==> src/ess_pkg.sv <==
package ess_pkg;

  // Default widths of the poll fields.
  localparam int unsigned DEF_TIME_WIDTH = 32;
  localparam int unsigned DEF_RPM_WIDTH  = 16;

  // Width of the configuration data word and of the rpm/timeout registers.
  localparam int unsigned CFG_WIDTH      = 16;
  localparam int unsigned ATTEMPT_WIDTH  = 8;
  localparam int unsigned CFG_IDX_WIDTH  = 3;

  // Register reset values.
  localparam logic [CFG_WIDTH-1:0]     RST_RPM_MINIMUM    = 16'd200;
  localparam logic [CFG_WIDTH-1:0]     RST_RPM_MAXIMUM    = 16'd2700;
  localparam logic [CFG_WIDTH-1:0]     RST_RPM_OVER_MARK  = 16'd2650;
  localparam logic [CFG_WIDTH-1:0]     RST_RPM_UNDER_MARK = 16'd2200;
  localparam logic [CFG_WIDTH-1:0]     RST_CRANK_TIMEOUT  = 16'd2000;
  localparam logic [ATTEMPT_WIDTH-1:0] RST_START_ATTEMPTS = 8'd1;

  typedef enum logic [2:0] {
    PH_INIT  = 3'd0,
    PH_START = 3'd1,
    PH_RUN   = 3'd2,
    PH_STOP  = 3'd3,
    PH_ERROR = 3'd4
  } phase_e;

  typedef enum logic [1:0] {
    FAULT_NONE  = 2'd0,
    FAULT_UNDER = 2'd1,
    FAULT_OVER  = 2'd2
  } fault_e;

  typedef enum logic [CFG_IDX_WIDTH-1:0] {
    REG_RPM_MINIMUM    = 3'd0,
    REG_RPM_MAXIMUM    = 3'd1,
    REG_RPM_OVER_MARK  = 3'd2,
    REG_RPM_UNDER_MARK = 3'd3,
    REG_CRANK_TIMEOUT  = 3'd4,
    REG_START_ATTEMPTS = 3'd5
  } cfg_idx_e;

  typedef struct packed {
    logic [CFG_WIDTH-1:0]     rpm_minimum;
    logic [CFG_WIDTH-1:0]     rpm_maximum;
    logic [CFG_WIDTH-1:0]     rpm_over_mark;
    logic [CFG_WIDTH-1:0]     rpm_under_mark;
    logic [CFG_WIDTH-1:0]     crank_timeout_ms;
    logic [ATTEMPT_WIDTH-1:0] start_attempts;
  } cfg_t;

  // Supervisor control state; it is also the result of the last poll.
  typedef struct packed {
    phase_e                   phase;
    logic [ATTEMPT_WIDTH-1:0] attempts_left;
    logic                     start_armed;
    logic                     ign;
    logic                     fuel;
    logic                     starter;
    logic                     under_mark;
    logic                     over_mark;
    fault_e                   fault;
  } ctrl_t;

endpackage

==> src/engine_start_supervisor.sv <==
// Pipeline: a poll accepted into the input register moves on, as its step result,
//   into the control state, which is the result register; while a stalled result
//   fills the result slot, the poll waits in the input register.
// Throughput: one poll per cycle while the result channel is not stalled.
// Reset (rst_ni low, asynchronous): phase init, one attempt, relays off, marks and
//   fault cleared, registers at their defaults, both pipeline stages empty.
module engine_start_supervisor import ess_pkg::*; #(
  parameter int unsigned TIME_WIDTH = DEF_TIME_WIDTH,
  parameter int unsigned RPM_WIDTH  = DEF_RPM_WIDTH
) (
  input  logic                     clk_i,
  input  logic                     rst_ni,
  // Poll channel.
  input  logic                     in_valid_i,
  output logic                     in_stall_o,
  input  logic [TIME_WIDTH-1:0]    time_ms_i,
  input  logic [RPM_WIDTH-1:0]     engine_rpm_i,
  input  logic                     run_enable_i,
  input  logic                     clear_fault_i,
  // Result channel.
  output logic                     out_valid_o,
  input  logic                     out_stall_i,
  output logic [2:0]               phase_out_o,
  output logic                     ignition_on_o,
  output logic                     fuel_on_o,
  output logic                     starter_on_o,
  output logic                     under_range_o,
  output logic                     over_range_o,
  output logic [1:0]               fault_code_o,
  // Configuration write channel.
  input  logic                     cfg_valid_i,
  output logic                     cfg_ready_o,
  input  logic [CFG_IDX_WIDTH-1:0] cfg_index_i,
  input  logic [CFG_WIDTH-1:0]     cfg_data_i
);

  // The input register parts the two channels: while a result waits to be
  // taken, one more transaction can still be captured here.
  logic                  in_valid_q;
  logic [TIME_WIDTH-1:0] time_q;
  logic [RPM_WIDTH-1:0]  rpm_q;
  logic                  run_q, clr_q;

  logic in_accept, advance;

  // The control state doubles as the result register: it only changes when
  // a new result is loaded, so it always holds the result on offer.
  ctrl_t                 ctrl_q, ctrl_d;
  logic [TIME_WIDTH-1:0] stamp_q, stamp_d;
  logic                  out_valid_q;

  cfg_t cfg_q;

  // The staged poll moves on when the result slot is empty or being drained.
  assign advance    = in_valid_q && (!out_valid_q || !out_stall_i);
  assign in_stall_o = in_valid_q && !advance;
  assign in_accept  = in_valid_i && !in_stall_o;

  always_ff @(posedge clk_i or negedge rst_ni) begin
    if (!rst_ni) begin
      in_valid_q <= 1'b0;
    end else if (in_accept) begin
      in_valid_q <= 1'b1;
    end else if (advance) begin
      in_valid_q <= 1'b0;
    end
  end

  always_ff @(posedge clk_i) begin
    if (in_accept) begin
      time_q <= time_ms_i;
      rpm_q  <= engine_rpm_i;
      run_q  <= run_enable_i;
      clr_q  <= clear_fault_i;
    end
  end

  ess_step #(
    .TIME_WIDTH(TIME_WIDTH),
    .RPM_WIDTH (RPM_WIDTH)
  ) u_step (
    .cfg_i        (cfg_q),
    .ctrl_i       (ctrl_q),
    .stamp_i      (stamp_q),
    .time_ms_i    (time_q),
    .engine_rpm_i (rpm_q),
    .run_enable_i (run_q),
    .clear_fault_i(clr_q),
    .ctrl_o       (ctrl_d),
    .stamp_o      (stamp_d)
  );

  always_ff @(posedge clk_i or negedge rst_ni) begin
    if (!rst_ni) begin
      ctrl_q <= '{phase:         PH_INIT,
                  attempts_left: RST_START_ATTEMPTS,
                  start_armed:   1'b0,
                  ign:           1'b0,
                  fuel:          1'b0,
                  starter:       1'b0,
                  under_mark:    1'b0,
                  over_mark:     1'b0,
                  fault:         FAULT_NONE};
      stamp_q     <= '0;
      out_valid_q <= 1'b0;
    end else begin
      if (advance) begin
        ctrl_q  <= ctrl_d;
        stamp_q <= stamp_d;
      end
      if (advance) begin
        out_valid_q <= 1'b1;
      end else if (!out_stall_i) begin
        out_valid_q <= 1'b0;
      end
    end
  end

  // Configuration is always taken; indexes past the last register are ignored.
  assign cfg_ready_o = 1'b1;

  always_ff @(posedge clk_i or negedge rst_ni) begin
    if (!rst_ni) begin
      cfg_q <= '{rpm_minimum:      RST_RPM_MINIMUM,
                 rpm_maximum:      RST_RPM_MAXIMUM,
                 rpm_over_mark:    RST_RPM_OVER_MARK,
                 rpm_under_mark:   RST_RPM_UNDER_MARK,
                 crank_timeout_ms: RST_CRANK_TIMEOUT,
                 start_attempts:   RST_START_ATTEMPTS};
    end else if (cfg_valid_i && cfg_ready_o) begin
      case (cfg_index_i)
        REG_RPM_MINIMUM:    cfg_q.rpm_minimum      <= cfg_data_i;
        REG_RPM_MAXIMUM:    cfg_q.rpm_maximum      <= cfg_data_i;
        REG_RPM_OVER_MARK:  cfg_q.rpm_over_mark    <= cfg_data_i;
        REG_RPM_UNDER_MARK: cfg_q.rpm_under_mark   <= cfg_data_i;
        REG_CRANK_TIMEOUT:  cfg_q.crank_timeout_ms <= cfg_data_i;
        REG_START_ATTEMPTS: cfg_q.start_attempts   <= cfg_data_i[ATTEMPT_WIDTH-1:0];
        default: begin
        end
      endcase
    end
  end

  // Result fields come straight from the control state.
  assign out_valid_o   = out_valid_q;
  assign phase_out_o   = ctrl_q.phase;
  assign ignition_on_o = ctrl_q.ign;
  assign fuel_on_o     = ctrl_q.fuel;
  assign starter_on_o  = ctrl_q.starter;
  assign under_range_o = ctrl_q.under_mark;
  assign over_range_o  = ctrl_q.over_mark;
  assign fault_code_o  = ctrl_q.fault;

endmodule

==> src/ess_step.sv <==
module ess_step import ess_pkg::*; #(
  parameter int unsigned TIME_WIDTH = DEF_TIME_WIDTH,
  parameter int unsigned RPM_WIDTH  = DEF_RPM_WIDTH
) (
  input  cfg_t                  cfg_i,
  input  ctrl_t                 ctrl_i,
  input  logic [TIME_WIDTH-1:0] stamp_i,
  input  logic [TIME_WIDTH-1:0] time_ms_i,
  input  logic [RPM_WIDTH-1:0]  engine_rpm_i,
  input  logic                  run_enable_i,
  input  logic                  clear_fault_i,
  output ctrl_t                 ctrl_o,
  output logic [TIME_WIDTH-1:0] stamp_o
);

  localparam int unsigned CW = (RPM_WIDTH > CFG_WIDTH) ? RPM_WIDTH : CFG_WIDTH;

  logic [CW-1:0]         rpm_ext, min_ext, max_ext, over_ext, under_ext;
  logic [TIME_WIDTH-1:0] timeout_ext, elapsed;
  logic [TIME_WIDTH:0]   twice_timeout;
  logic                  ahead, expired;
  ctrl_t                 n;
  logic [TIME_WIDTH-1:0] stamp_n;

  assign rpm_ext       = CW'(engine_rpm_i);
  assign min_ext       = CW'(cfg_i.rpm_minimum);
  assign max_ext       = CW'(cfg_i.rpm_maximum);
  assign over_ext      = CW'(cfg_i.rpm_over_mark);
  assign under_ext     = CW'(cfg_i.rpm_under_mark);
  assign timeout_ext   = TIME_WIDTH'(cfg_i.crank_timeout_ms);
  assign twice_timeout = {1'b0, timeout_ext} << 1;

  // Crank timing uses the stamp as it stands after a possible fresh arm.
  always_comb begin
    n       = ctrl_i;
    stamp_n = stamp_i;
    if ((ctrl_i.phase == PH_START) && (ctrl_i.attempts_left != '0) && run_enable_i &&
        !ctrl_i.start_armed) begin
      n.ign         = 1'b1;
      n.fuel        = 1'b1;
      n.starter     = 1'b1;
      n.start_armed = 1'b1;
      stamp_n       = time_ms_i;
    end
  end

  assign ahead   = time_ms_i > stamp_n;
  assign elapsed = ahead ? (time_ms_i - stamp_n) : '0;
  assign expired = ahead && (elapsed > timeout_ext);

  always_comb begin
    ctrl_o  = n;
    stamp_o = stamp_n;
    case (ctrl_i.phase)
      PH_START: begin
        if (ctrl_i.attempts_left != '0) begin
          if (n.start_armed) begin
            if (expired) begin
              ctrl_o.starter = 1'b0;
              if ({1'b0, elapsed} > twice_timeout) begin
                ctrl_o.attempts_left = ctrl_i.attempts_left - 8'd1;
                ctrl_o.start_armed   = 1'b0;
              end
            end else if ((!ahead || (elapsed < timeout_ext)) && (rpm_ext > min_ext)) begin
              ctrl_o.starter = 1'b0;
              ctrl_o.phase   = PH_RUN;
            end
          end
        end else begin
          ctrl_o.starter = 1'b0;
          ctrl_o.ign     = 1'b0;
          ctrl_o.fuel    = 1'b0;
          ctrl_o.phase   = PH_ERROR;
        end
        if (!run_enable_i) begin
          ctrl_o.starter = 1'b0;
          ctrl_o.ign     = 1'b0;
          ctrl_o.fuel    = 1'b0;
          ctrl_o.phase   = PH_STOP;
        end
      end
      PH_RUN: begin
        if (run_enable_i) begin
          if (rpm_ext < min_ext) begin
            ctrl_o.fault = FAULT_UNDER;
            ctrl_o.phase = PH_ERROR;
          end else if (rpm_ext > max_ext) begin
            ctrl_o.fault = FAULT_OVER;
            ctrl_o.phase = PH_ERROR;
          end else if (rpm_ext < under_ext) begin
            ctrl_o.under_mark = 1'b1;
          end else if (rpm_ext > over_ext) begin
            ctrl_o.over_mark = 1'b1;
          end else begin
            ctrl_o.under_mark = 1'b0;
            ctrl_o.over_mark  = 1'b0;
          end
        end else begin
          ctrl_o.phase = PH_STOP;
        end
      end
      PH_STOP: begin
        ctrl_o.starter = 1'b0;
        ctrl_o.ign     = 1'b0;
        ctrl_o.fuel    = 1'b0;
        if (run_enable_i) begin
          ctrl_o.phase = PH_START;
        end
      end
      PH_ERROR: begin
        if (clear_fault_i) begin
          ctrl_o.phase = PH_INIT;
        end
      end
      default: begin
        // Init, and any unreachable phase code, reloads the attempt budget.
        ctrl_o.attempts_left = cfg_i.start_attempts;
        ctrl_o.start_armed   = 1'b0;
        if (run_enable_i) begin
          if (rpm_ext > min_ext) begin
            ctrl_o.phase = PH_RUN;
          end else if (rpm_ext == '0) begin
            ctrl_o.phase = PH_START;
          end else begin
            ctrl_o.phase = PH_INIT;
          end
        end else begin
          ctrl_o.phase = PH_STOP;
        end
      end
    endcase
  end

endmodule

==> config.mk <==
export PLATFORM = sky130hd
export DESIGN_NAME = engine_start_supervisor
export DESIGN_NICKNAME = d
export VERILOG_FILES = /design/src/ess_pkg.sv /design/src/engine_start_supervisor.sv /design/src/ess_step.sv
export SDC_FILE = /design/constraint.sdc
export NUM_CORES = 1
export LEC_CHECK = 0
export ABC_AREA = 1
export BUFFER_PORTS_ARGS = -buffer_cell sky130_fd_sc_hd__buf_2
export CELL_PAD_IN_SITES_DETAIL_PLACEMENT = 1
export CELL_PAD_IN_SITES_GLOBAL_PLACEMENT = 1
export CORE_MARGIN = 8
export CORE_UTILIZATION = 50
export CTS_BUF_LIST = sky130_fd_sc_hd__clkbuf_8
export CTS_CLUSTER_DIAMETER = 120
export CTS_CLUSTER_SIZE = 28
export DETAILED_ROUTE_END_ITERATION = 10
export PLACE_DENSITY = 0.86
export SYNTH_ARGS = -nofsm -noshare
export SYNTH_HDL_FRONTEND = slang
export SYNTH_SLANG_ARGS = --single-unit
export TNS_END_PERCENT = 5
==> constraint.sdc <==
create_clock -name clk_i -period 14.3 [get_ports clk_i]
set_input_delay 2.86 -clock clk_i [delete_from_list [all_inputs] [get_ports clk_i]]
set_output_delay 2.86 -clock clk_i [all_outputs]
set_load 0.02 [all_outputs]
==> results of run 1 <==
==> state kept, by name (all words and copies together), names as in the netlist, 2 cells and up <==
name / cells
ctrl_q: 9
cfg_q: 88
time_q: 32
stamp_q: 32
fault_code_o: 2
phase_out_o: 3
rpm_q: 16
==> worst max-delay path: cells and delay by family, from the launching register on <==
kind | cells | cell delay, ps
DFF | 1 | 440
AOI/OAI and AO/OA | 5 | 1350
buffers and inverters | 4 | 1170
and+or+nand+nor | 22 | 3120
adders and majority gates | 2 | 850
==> power groups by stage <==
stage	registers [mW]	logic [mW]	clock network, mW
6_report	0.767	1.66	0.366
3_5_place_dp	0.775	1.64	0
2_1_floorplan	0.756	1.21	0
5_1_grt	0.781	1.89	0.391
3_3_place_gp	0.769	1.57	0
4_1_cts	0.766	1.66	0.372
==> layer usage <==
metal | routed length [µm] | GRT usage, % | up-vias
met2 | 19600 | 46.0 | 167
met5 | 0 | 0 | -
li1 | - | - | 5643
met4 | 976 | 7.67 | 0
met3 | 1060 | 3.91 | 66
met1 | 15700 | 28.4 | 5521
==> logic make-up (layout without fill, tap and decap cells) <==
logic type      Yosys count  after routing  synth area share [%]
flops                   191            191                  39.3
buf+inv                 352            432                  10.6
fa+ha+maj               127            127                  12.4
simple gates            775            775                  25.0
compound gates          275            275                  11.6
xor+xnor                 16             16                  1.09
other cells               1              1                0.0291
==> worst paths after layout <==
path,to,cells after the start
worst max-delay path,phase_out_o[1]$_DFFE_PN0P_,33
worst min-delay path,ctrl_q[8]$_DFFE_PN1P_,2
worst max register to register,phase_out_o[1]$_DFFE_PN0P_,33
worst min register to register,ctrl_q[8]$_DFFE_PN1P_,2
max in group asynchronous,cfg_q[57]$_DFFE_PN0P_,2
min in group asynchronous,stamp_q[7]$_DFFE_PN0P_,1
==> final cells by class <==
class / instances / share of cell area (%)
Clock inverter: 15 / 1.09
Tap cell: 330 / 2.96
Clock buffer: 17 / 1.68
Inverter: 312 / 8.40
Multi-Input combinational cell: 1194 / 46.3
Sequential cell: 191 / 36.3
Timing Repair Buffer: 88 / 3.26
==> stage by stage <==
step / instances / cell area (µm²) / hold slack (ps) / setup slack, ps
floorplan: 1737 / 12900 / 448 / 8190
global placement: 2115 / 13600 / 455 / 7570
detailed placement: 2115 / 13600 / 474 / 7290
CTS: 2147 / 13900 / 496 / 7250
global route: 2147 / 13900 / 507 / 6380
finish: 2147 / 13900 / 492 / 7200
==> cell usage after synthesis (2+ instances only) <==
| cell type | n | area share [%] |
|---|---|---|
| a211oi_1 | 4 | 0.23 |
| a21o_1 | 2 | 0.12 |
| a21oi_1 | 65 | 2.5 |
| and2_1 | 2 | 0.097 |
| and3_1 | 3 | 0.15 |
| buf_4 | 6 | 0.35 |
| buf_6 | 2 | 0.17 |
| clkbuf_1 | 31 | 0.90 |
| dfrtp_1 | 115 | 22 |
| dfstp_2 | 26 | 5.3 |
| edfxtp_1 | 50 | 12 |
| ha_1 | 126 | 12 |
| inv_1 | 308 | 9.0 |
| inv_2 | 3 | 0.087 |
| nand2_1 | 552 | 16 |
| nand2_2 | 12 | 0.58 |
| nand3_1 | 49 | 1.9 |
| nand3_2 | 3 | 0.23 |
| nand3b_1 | 2 | 0.12 |
| nand4_1 | 21 | 1.0 |
| nor2_1 | 93 | 2.7 |
| nor2_2 | 7 | 0.34 |
| nor2_4 | 4 | 0.35 |
| nor3_1 | 16 | 0.62 |
| nor4_1 | 7 | 0.34 |
| o2111ai_1 | 2 | 0.14 |
| o211ai_1 | 3 | 0.17 |
| o21a_1 | 6 | 0.35 |
| o21ai_0 | 169 | 6.6 |
| o21ai_1 | 7 | 0.27 |
| o21bai_1 | 5 | 0.29 |
| xnor2_1 | 12 | 0.82 |
| xor2_1 | 4 | 0.27 |
==> results.md, run 1 <==
* Seq cells post-synth at 191
* Cell variety after synth at 53
* Endpoints failing setup at 0
* Hpwl dp at 29300 µm
* Reg-to-reg startpoint: phase_out_o[0]$_DFFE_PN0P_
* PwrDens at 200 nW/µm²
* Switching Share at 50.6%
* CP endpoint kind: flip-flop
* Final period utilization at 49.6%
* H-tree levels at 4
* Core Util, Final at 55.2%
* Post-synth net total at 1938
* Max_cap viols at 0
* Initial antenna violation count at 0
* Pint at 1.38 mW
* Nets at 2005
* Flop pwr share at 27.5%
* Logic gate share of total power at 59.4%
* Hold_sp: ctrl_q[8]$_DFFE_PN1P_
* Core box area at 25300 µm²
* Slew @ Worst Pin at 1160 ps
* Critical Path AT at 7460 ps
* Clk pwr share at 13.1%
* First-pass GRT wire length at 61800 µm
* Fmax at 0.141 GHz
* Area Growth Syn to Fin at 8.28%
* Hold Crit Class: reg2reg
* Die ar. at 31200 µm²
* I/O Pins at 87
* Clock sinks at 191
* CP dominant cell by count: nand2_1
* Height of the die at 177 µm
* TritonCTS clock tree: done
* R2R setup slack at 7200 ps
* DRT iter0 DRCs at 652
* TNS Setup at 0 ps
* Power, Total at 2.79 mW
* Vias at 11400
* CTS Buf Count at 17
* Leak Pwr at 7.37 nW
* Vias/cell at 5.31
* Die X at 177 µm
* Diode count at 0
* Clock Path Buffers at 2
* Post-synth EDFFs at 50
* Gr ovfl total at 0
* DRC violations left at 0
* Clk slew on worst S/H paths at 110 ps
* Slowest-stage cell, CP: inv_2
* Status: finished clean
* Hold buffer count at CTS at 0
* Max-slew violation count at 0
* Largest net degree at the start of global routing at 78
* Yosys warns at 0
* CP Class: reg2reg
* Buffers on Ports at 85
* Most frequent cells in the layout: nand2_1, inv_1, o21ai_0
* RSZ-0062 raised after global routing: false
* CP peak stage delay at 730 ps
* NetSw at 1.41 mW
* GP Congestion at 0.942
* Vias in the first global route at 12400
* Req. time, crit path at 14660 ps
* Worst-case vdd ir drop at 0.0817 mV
* Share of cells above drive strength 1 at 10.1%
* Most common cell after layout, fill and taps aside: nand2_1
* Tmin final at 7100 ps
* Layout fillers at 3302
* Crit start category: flip-flop
* Critical path peak fanout at 63
* CTS root buf: clkbuf_8
* Row Count at 58
* Post-CTS setup buffer count at 0
* Post-Syn Area at 12900 µm²
* Register area at 5060 µm²
* Slew Limit Headroom at 22.4%
* Mapped Cells at 1737
* Layout Skew at 18.8 ps
* Wire per inst at 17.4 µm
* Fraction of the yosys area taken by sequential cells at 39.3%
* Main flop type after synthesis: dfrtp_1
* DRT antenna net count at 0
* Initial DRT Pass Iterations at 4
* Final Hold Viols at 0
* Initial core utilization at 51.0%
* Post-CTS resize count at 0
* Mean Syn Cell Area at 7.41 µm²
* Drt total wl at 37400 µm
* CP Launch Point: phase_out_o[0]$_DFFE_PN0P_
* Global Route Usage Sum at 24.7%
* Area of the multi-input gates at 6460 µm²
* Synth async-reset ratio at 73.8%
* Clock latency on the worst-skew pair at 490 ps
Note: power is estimated with default switching activity, not from simulation.
==> inputs of run 2 (changes only) <==
--- a/config.mk
+++ b/config.mk
@@ -10,12 +10,12 @@
 export CELL_PAD_IN_SITES_DETAIL_PLACEMENT = 1
 export CELL_PAD_IN_SITES_GLOBAL_PLACEMENT = 1
 export CORE_MARGIN = 8
-export CORE_UTILIZATION = 50
+export CORE_UTILIZATION = 47
 export CTS_BUF_LIST = sky130_fd_sc_hd__clkbuf_8
 export CTS_CLUSTER_DIAMETER = 120
 export CTS_CLUSTER_SIZE = 28
 export DETAILED_ROUTE_END_ITERATION = 10
-export PLACE_DENSITY = 0.86
+export PLACE_DENSITY = 0.81
 export SYNTH_ARGS = -nofsm -noshare
 export SYNTH_HDL_FRONTEND = slang
 export SYNTH_SLANG_ARGS = --single-unit
==> constraint.sdc (replaced) <==
create_clock -name clk_i -period 6.9 [get_ports clk_i]
set_input_delay 1.38 -clock clk_i [delete_from_list [all_inputs] [get_ports clk_i]]
set_output_delay 1.38 -clock clk_i [all_outputs]
set_load 0.02 [all_outputs]
==> run 2 against run 1 <==
  * First-iteration DRC count shrank 21%
  * Global-route usage is 1.2 points lower
  * Clock skew is 2.2 ps lower
  * Power grew 110%
  * Register-to-register slack got worse by 6600 ps
  * Wire length is 1.5% higher
  * Clock-buffer cell count is the same
  * Core utilization down 3.1 points
  * Cell area is 0.78% higher
  * Combinational power rose by 110%
  * Sequential cell count stayed put
  * Critical path depth up 1
==> results.md, run 2 (synthesized netlist as in run 1, its figures left out) <==
* H-tree levels at 4 (unchanged)
* Crit start category: flip-flop
* Initial antenna violation count at 0 (unchanged)
* Final period utilization at 91.3% (+42 points)
* Switching Share at 49.7% (-0.91 points)
* Die X at 182 µm (+2.9%)
* Vias in the first global route at 12400 (-0.42%)
* Max_cap viols at 0 (unchanged)
* Clk pwr share at 14.1% (+1.0 points)
* Buffers on Ports at 85 (unchanged)
* I/O Pins at 87 (unchanged)
* Height of the die at 182 µm (+2.9%)
* GP Congestion at 0.924 (-2.0%)
* Critical Path AT at 6700 ps (-760 ps)
* Most frequent cells in the layout: nand2_1, inv_1, o21ai_0
* Row Count at 60 (+3.4%)
* Initial core utilization at 47.8% (-3.2 points)
* Clock latency on the worst-skew pair at 500 ps (about the same)
* WHS at 490 ps (-1.96 ps)
* Tmin final at 6300 ps (-801 ps)
* PwrDens at 417 nW/µm² (+110%)
* TNS Setup at 0 ps (unchanged)
* Logic gate share of total power at 58.8% (-0.6 points)
* Post-CTS setup buffer count at 0 (unchanged)
* Slowest-stage cell, CP: a2111oi_1
* Largest register FFs at 88 (unchanged)
* Endpoints failing setup at 0 (unchanged)
* Final Hold Viols at 0 (unchanged)
* DRT antenna net count at 0 (unchanged)
* DRC violations left at 0 (unchanged)
* Pint at 2.95 mW (+110%)
* Gr ovfl total at 0 (unchanged)
* Clk slew on worst S/H paths at 120 ps (about the same)
* CTS root buf: clkbuf_8
* Hpwl dp at 29600 µm (+0.91%)
* Flop pwr share at 27.1% (-0.4 points)
* Status: finished clean
* CP peak stage delay at 430 ps (-300 ps)
* Largest net degree at the start of global routing at 75 (-3.8%)
* Core box area at 27000 µm² (+6.7%)
* Core Util, Final at 52.1% (-3.1 points)
* Nets at 2009 (+0.20%)
* Req. time, crit path at 7300 ps (-7360 ps)
* Wire per inst at 17.5 µm (+0.81%)
* Area Growth Syn to Fin at 9.12%
* Layout Skew at 16.6 ps (-2.18 ps)
* Share of cells above drive strength 1 at 10.3% (+0.25 points)
* Largest Register: cfg_q
* Clock sinks at 191 (unchanged)
* Worst-case vdd ir drop at 0.182 mV (+120%)
* CTS Buf Count at 17 (unchanged)
* RSZ-0062 raised after global routing: false
* CP dominant cell by count: nand2_1
* Die ar. at 33000 µm² (+5.8%)
* DRT iter0 DRCs at 516 (-21%)
* Critical path peak fanout at 34 (-46%)
* Slew @ Worst Pin at 1160 ps (-2.58 ps)
* Clock Path Buffers at 2 (unchanged)
* Vias at 11300 (-0.49%)
* Fmax at 0.159 GHz (+13%)
* Drt total wl at 37900 µm (+1.5%)
* Leak Pwr at 7.42 nW (+0.72%)
* Largest registers: cfg_q x88, stamp_q x32, time_q x32
* Top Family by Delay on Critical Path: simple AND/OR/NAND/NOR gates
* Initial DRT Pass Iterations at 5 (+1)
* DP Worst Slack at 465 ps (-6830 ps)
* Most common cell after layout, fill and taps aside: nand2_1
* CP endpoint kind: flip-flop
* Max-slew violation count at 0 (unchanged)
* Diode count at 0 (unchanged)
* Hold Crit Class: reg2reg
* NetSw at 2.92 mW (+110%)
* CP Class: reg2reg
* Final setup slack of the worst path at 602 ps (-6600 ps)
* Slew Limit Headroom at 22.6% (+0.17 points)
* TritonCTS clock tree: done
* First-pass GRT wire length at 62400 µm (+0.85%)
* Vias/cell at 5.25 (-1.2%)
* Global Route Usage Sum at 23.5% (-1.2 points)
* Worst path bufs/invs at 8 (+4)
-- run 2: cell count changes in the layout (fill, tap and decap cells not counted), moves of 2 or more --
cell / delta
buf_4: +3
bufinv_16: +2
clkinvlp_4: -2
inv_8: -2
-- run 2: final timing paths --
kind                       cells past startpoint                          end  slack (ps)                        from
max                                           34       ctrl_q[10]$_DFFE_PN0P_         600  phase_out_o[0]$_DFFE_PN0P_
min                                            2        ctrl_q[8]$_DFFE_PN1P_         490       ctrl_q[8]$_DFFE_PN1P_
max reg2reg                                   34       ctrl_q[10]$_DFFE_PN0P_         600  phase_out_o[0]$_DFFE_PN0P_
min reg2reg                                    2        ctrl_q[8]$_DFFE_PN1P_         490       ctrl_q[8]$_DFFE_PN1P_
max in group asynchronous                      2  fault_code_o[0]$_DFFE_PN0P_        4580                      rst_ni
min in group asynchronous                      1       stamp_q[7]$_DFFE_PN0P_         880                      rst_ni
-- run 2: area by class of cell --
| cell class | instances | area, µm² |
|---|---|---|
| well taps | 341 | 427 |
| clock buffers | 17 | 234 |
| repair buffers | 92 | 497 |
| fillers | 3492 | 12900 |
| clock inverters | 15 | 203 |
| multi-input cells | 1194 | 6460 |
| inverters | 312 | 1170 |
| flip-flops and latches | 191 | 5060 |
-- run 2: worst min-delay path, cell delays in order (launching register included) --
cell	delay, ps
dfstp_2	400
nand2_1	60
nand2_1	50
-- run 2: repair_timing --
action,4_1_cts,5_1_grt
hold buffers,0,0
hold endpoints to repair,0,0
resized for setup,0,1
setup endpoints to repair,0,11
-- run 2: power groups by stage --
stage	clock [mW]	sequential, mW	combinational [mW]
after global placement	0	1.60	3.30
after global routing	0.880	1.62	3.94
final	0.830	1.59	3.45
after CTS	0.846	1.59	3.46
after floorplan	0	1.57	2.51
after detailed placement	0	1.61	3.44
-- run 2: routing by layer --
layer	track usage, %	vias up	routed length, µm
li1	-	5647	-
met1	27.2	5486	16300
met2	43.8	153	19700
met3	3.27	55	900
met4	7.54	0	975
met5	0	-	0
-- run 2: metrics by stage --
stage | cell area, µm² | power, mW | std cells
floorplan | 12900 | 4.07 | 1737
global placement | 13600 | 4.90 | 2130
detailed placement | 13600 | 5.04 | 2130
CTS | 14100 | 5.90 | 2162
global route | 14100 | 6.43 | 2162
finish | 14100 | 5.87 | 2162
==> inputs of run 3 (changes only) <==
--- a/config.mk
+++ b/config.mk
@@ -5,12 +5,11 @@
 export SDC_FILE = /design/constraint.sdc
 export NUM_CORES = 1
 export LEC_CHECK = 0
-export ABC_AREA = 1
 export BUFFER_PORTS_ARGS = -buffer_cell sky130_fd_sc_hd__buf_2
 export CELL_PAD_IN_SITES_DETAIL_PLACEMENT = 1
 export CELL_PAD_IN_SITES_GLOBAL_PLACEMENT = 1
 export CORE_MARGIN = 8
-export CORE_UTILIZATION = 47
+export CORE_UTILIZATION = 50
 export CTS_BUF_LIST = sky130_fd_sc_hd__clkbuf_8
 export CTS_CLUSTER_DIAMETER = 120
 export CTS_CLUSTER_SIZE = 28
==> run 3 against run 2 <==
  * Clock skew up 1.7 ps
  * Die area down 12%
  * Synthesized cell count down 30%
  * Global-route usage down 1.0 points
  * Sequential power about the same
  * Critical path depth down 4
  * Non-clock buffer count up 5
  * Combinational power down 17%
  * Critical path type unchanged
  * Largest cell class unchanged
==> results.md, run 3 <==
* Max-slew violation count at 0 (unchanged)
* Share of the synthesized area in the top cell type at 24.0% (+1.7 points)
* Largest register FFs at 88 (unchanged)
* Global Route Usage Sum at 22.5% (-1.0 points)
* CTS root buf: clkbuf_8
* Vias/cell at 5.82 (+11%)
* Drt total wl at 31800 µm (-16%)
* TritonCTS clock tree: done
* Dominant cells by area after synthesis: dfrtp_1, ha_1, edfxtp_1
* Row Count at 56 (-6.7%)
* Clk pwr share at 16.0% (+1.9 points)
* Initial DRT Pass Iterations at 5 (unchanged)
* CP Class: reg2reg
* Main flop type after synthesis: dfrtp_1
* Fmax at 0.156 GHz (-1.7%)
* Register area at 5060 µm² (unchanged)
* DRC violations left at 0 (unchanged)
* Clock latency on the worst-skew pair at 480 ps (-20 ps)
* Post-CTS setup buffer count at 0 (unchanged)
* Nets at 1482 (-26%)
* GP Congestion at 0.909 (-1.5%)
* First-pass GRT wire length at 52000 µm (-17%)
* Vias at 9389 (-17%)
* Most frequent cells in the layout: ha_1, nand2_1, dfrtp_1
* Clock Path Buffers at 2 (unchanged)
* Gr ovfl total at 0 (unchanged)
* Diode count at 0 (unchanged)
* PwrDens at 403 nW/µm² (-3.4%)
* Vias in the first global route at 10000 (-19%)
* Logic gate share of total power at 53.6% (-5.2 points)
* Die ar. at 29100 µm² (-12%)
* Hpwl dp at 24200 µm (-18%)
* Tmin final at 6410 ps (+111 ps)
* Cell taking the most area after synthesis: dfrtp_1
* Most numerous cell in the Yosys netlist: ha_1
* Most frequent cells after synthesis: ha_1, nand2_1, dfrtp_1, o21ai_0, inv_1
* Most common cell after layout, fill and taps aside: ha_1
* Yosys warns at 0 (unchanged)
* Pint at 3.02 mW (+2.3%)
* CTS Buf Count at 17 (unchanged)
* Mean Syn Cell Area at 9.91 µm² (+34%)
* DP Worst Slack at 520 ps (+55.3 ps)
* Worst-case vdd ir drop at 0.168 mV (-8.0%)
* RSZ-0062 raised after global routing: false
* Endpoints failing setup at 0 (unchanged)
* Mapped Cells at 1208 (-30%)
* Post-Syn Area at 12000 µm² (-7.1%)
* Largest Register: cfg_q
* CP peak stage delay at 420 ps (about the same)
* CP endpoint kind: flip-flop
* TNS Setup at 0 ps (unchanged)
* Post-CTS resize count at 0 (unchanged)
* Seq cells post-synth at 191 (unchanged)
* Area of the multi-input gates at 6350 µm² (-1.8%)
* Crit start category: flip-flop
* Hold Crit Class: reg2reg
* Leak Pwr at 5.91 nW (-20%)
* Slew Limit Headroom at 27.7% (+5.2 points)
* Wire per inst at 19.7 µm (+12%)
* Synth async-reset ratio at 73.8% (unchanged)
* I/O Pins at 87 (unchanged)
* Layout fillers at 2702 (-23%)
* Layout Skew at 18.3 ps (+1.71 ps)
* Post-synth net total at 1409 (-27%)
* Largest net degree at the start of global routing at 96 (+28%)
* Flop pwr share at 30.4% (+3.3 points)
* Clock sinks at 191 (unchanged)
* Die X at 171 µm (-6.0%)
* Cell variety after synth at 78 (+47%)
* Clk slew on worst S/H paths at 110 ps (about the same)
* Grt peak-use layer: met2
* Max_cap viols at 0 (unchanged)
* Share of cells above drive strength 1 at 18.8% (+8.5 points)
* Buffers on Ports at 85 (unchanged)
* Largest registers: cfg_q x88, stamp_q x32, time_q x32
* DRT iter0 DRCs at 445 (-14%)
* Post-synth EDFFs at 50 (unchanged)
* Height of the die at 171 µm (-6.0%)
* DRT antenna net count at 0 (unchanged)
* Critical path peak fanout at 18 (-47%)
* Critical Path AT at 6780 ps (+80 ps)
* Final Hold Viols at 0 (unchanged)
* Met2 track demand over resource at 40.8% (-3.0 points)
* Initial antenna violation count at 0 (unchanged)
* NetSw at 2.29 mW (-22%)
* H-tree levels at 4 (unchanged)
* Hold buffer count at CTS at 0 (unchanged)
* Met3 usage at 3.85% (+0.58 points)
* Switching Share at 43.1% (-6.6 points)
* Core box area at 23500 µm² (-13%)
* Final setup slack of the worst path at 491 ps (-111 ps)
* Met1 GRT Util at 25.9% (-1.3 points)
* Initial core utilization at 51.0% (+3.2 points)
* Area Growth Syn to Fin at 9.93%
* Slew @ Worst Pin at 1080 ps (-73.3 ps)
* Req. time, crit path at 7270 ps (-30 ps)
* Fraction of the yosys area taken by sequential cells at 42.3% (+3.0 points)
* Slowest-stage cell, CP: dfrtp_1
* Status: finished clean
* Final period utilization at 92.9% (+1.6 points)
[run 3: metrics by stage]
stage	area, µm²	power, mW	cells	hold WS [ps]	util, %
after floorplan	12000	3.70	1208	467	-
after global placement	12700	4.33	1581	486	54.2
after detailed placement	12700	4.46	1581	496	54.2
after CTS	13200	5.33	1613	516	56.1
after global routing	13200	5.72	1613	523	56.1
final	13200	5.31	1613	511	56.1
[run 3: layout make-up]
type	count	share of cell area, %
Sequential cell	191	38.5
Timing Repair Buffer	97	4.06
Multi-Input combinational cell	875	48.2
Tap cell	319	3.03
Clock buffer	17	1.78
Clock inverter	15	1.60
Inverter	99	2.82
[run 3: worst paths after layout]
path | from | to | slack, ps | cells past startpoint
min in group asynchronous | rst_ni | cfg_q[53]$_DFFE_PN0P_ | 960 | 1
setup / recovery | ctrl_q[9]$_DFFE_PN0P_ | ctrl_q[11]$_DFFE_PN0P_ | 490 | 30
hold reg to reg | stamp_q[15]$_DFFE_PN0P_ | stamp_q[15]$_DFFE_PN0P_ | 510 | 1
max in group asynchronous | rst_ni | cfg_q[86]$_DFFE_PN0P_ | 4690 | 2
hold / removal | stamp_q[15]$_DFFE_PN0P_ | stamp_q[15]$_DFFE_PN0P_ | 510 | 1
setup reg to reg | ctrl_q[9]$_DFFE_PN0P_ | ctrl_q[11]$_DFFE_PN0P_ | 490 | 30
[run 3: kinds of logic (layout without fill, tap and decap cells)]
family	Yosys count	in the layout	synth area share [%]
AOI/OAI and AO/OA	299	299	15.4
xor gates and xnor gates	31	31	2.27
adders and majority gates	128	128	13.4
buffers and inverters	142	228	4.87
DFF	191	191	42.3
muxes	95	95	8.59
other	1	1	0.0313
and+or+nand+nor	321	321	13.1
[run 3: power groups by stage]
stage                     logic (mW)  clock network, mW  registers (mW)
after global placement          2.71                  0            1.62
after CTS                       2.85              0.861            1.61
after detailed placement        2.82                  0            1.64
after floorplan                 2.12                  0            1.59
final                           2.85              0.847            1.61
after global routing            3.17              0.902            1.65
[run 3: metal layers]
layer	part of all wire [%]	wire length [µm]
met1	42	13400
met2	52	16400
met3	2.8	897
met4	3.3	1060
met5	0	0
[run 3: critical path, delay by kind of cell, from the launching register on]
kind            cells  cell delay [ps]
buf+inv             3              380
simple gates       10             1900
compound gates     12             2190
fa+ha+maj           4             1120
mux                 1              290
flops               1              420
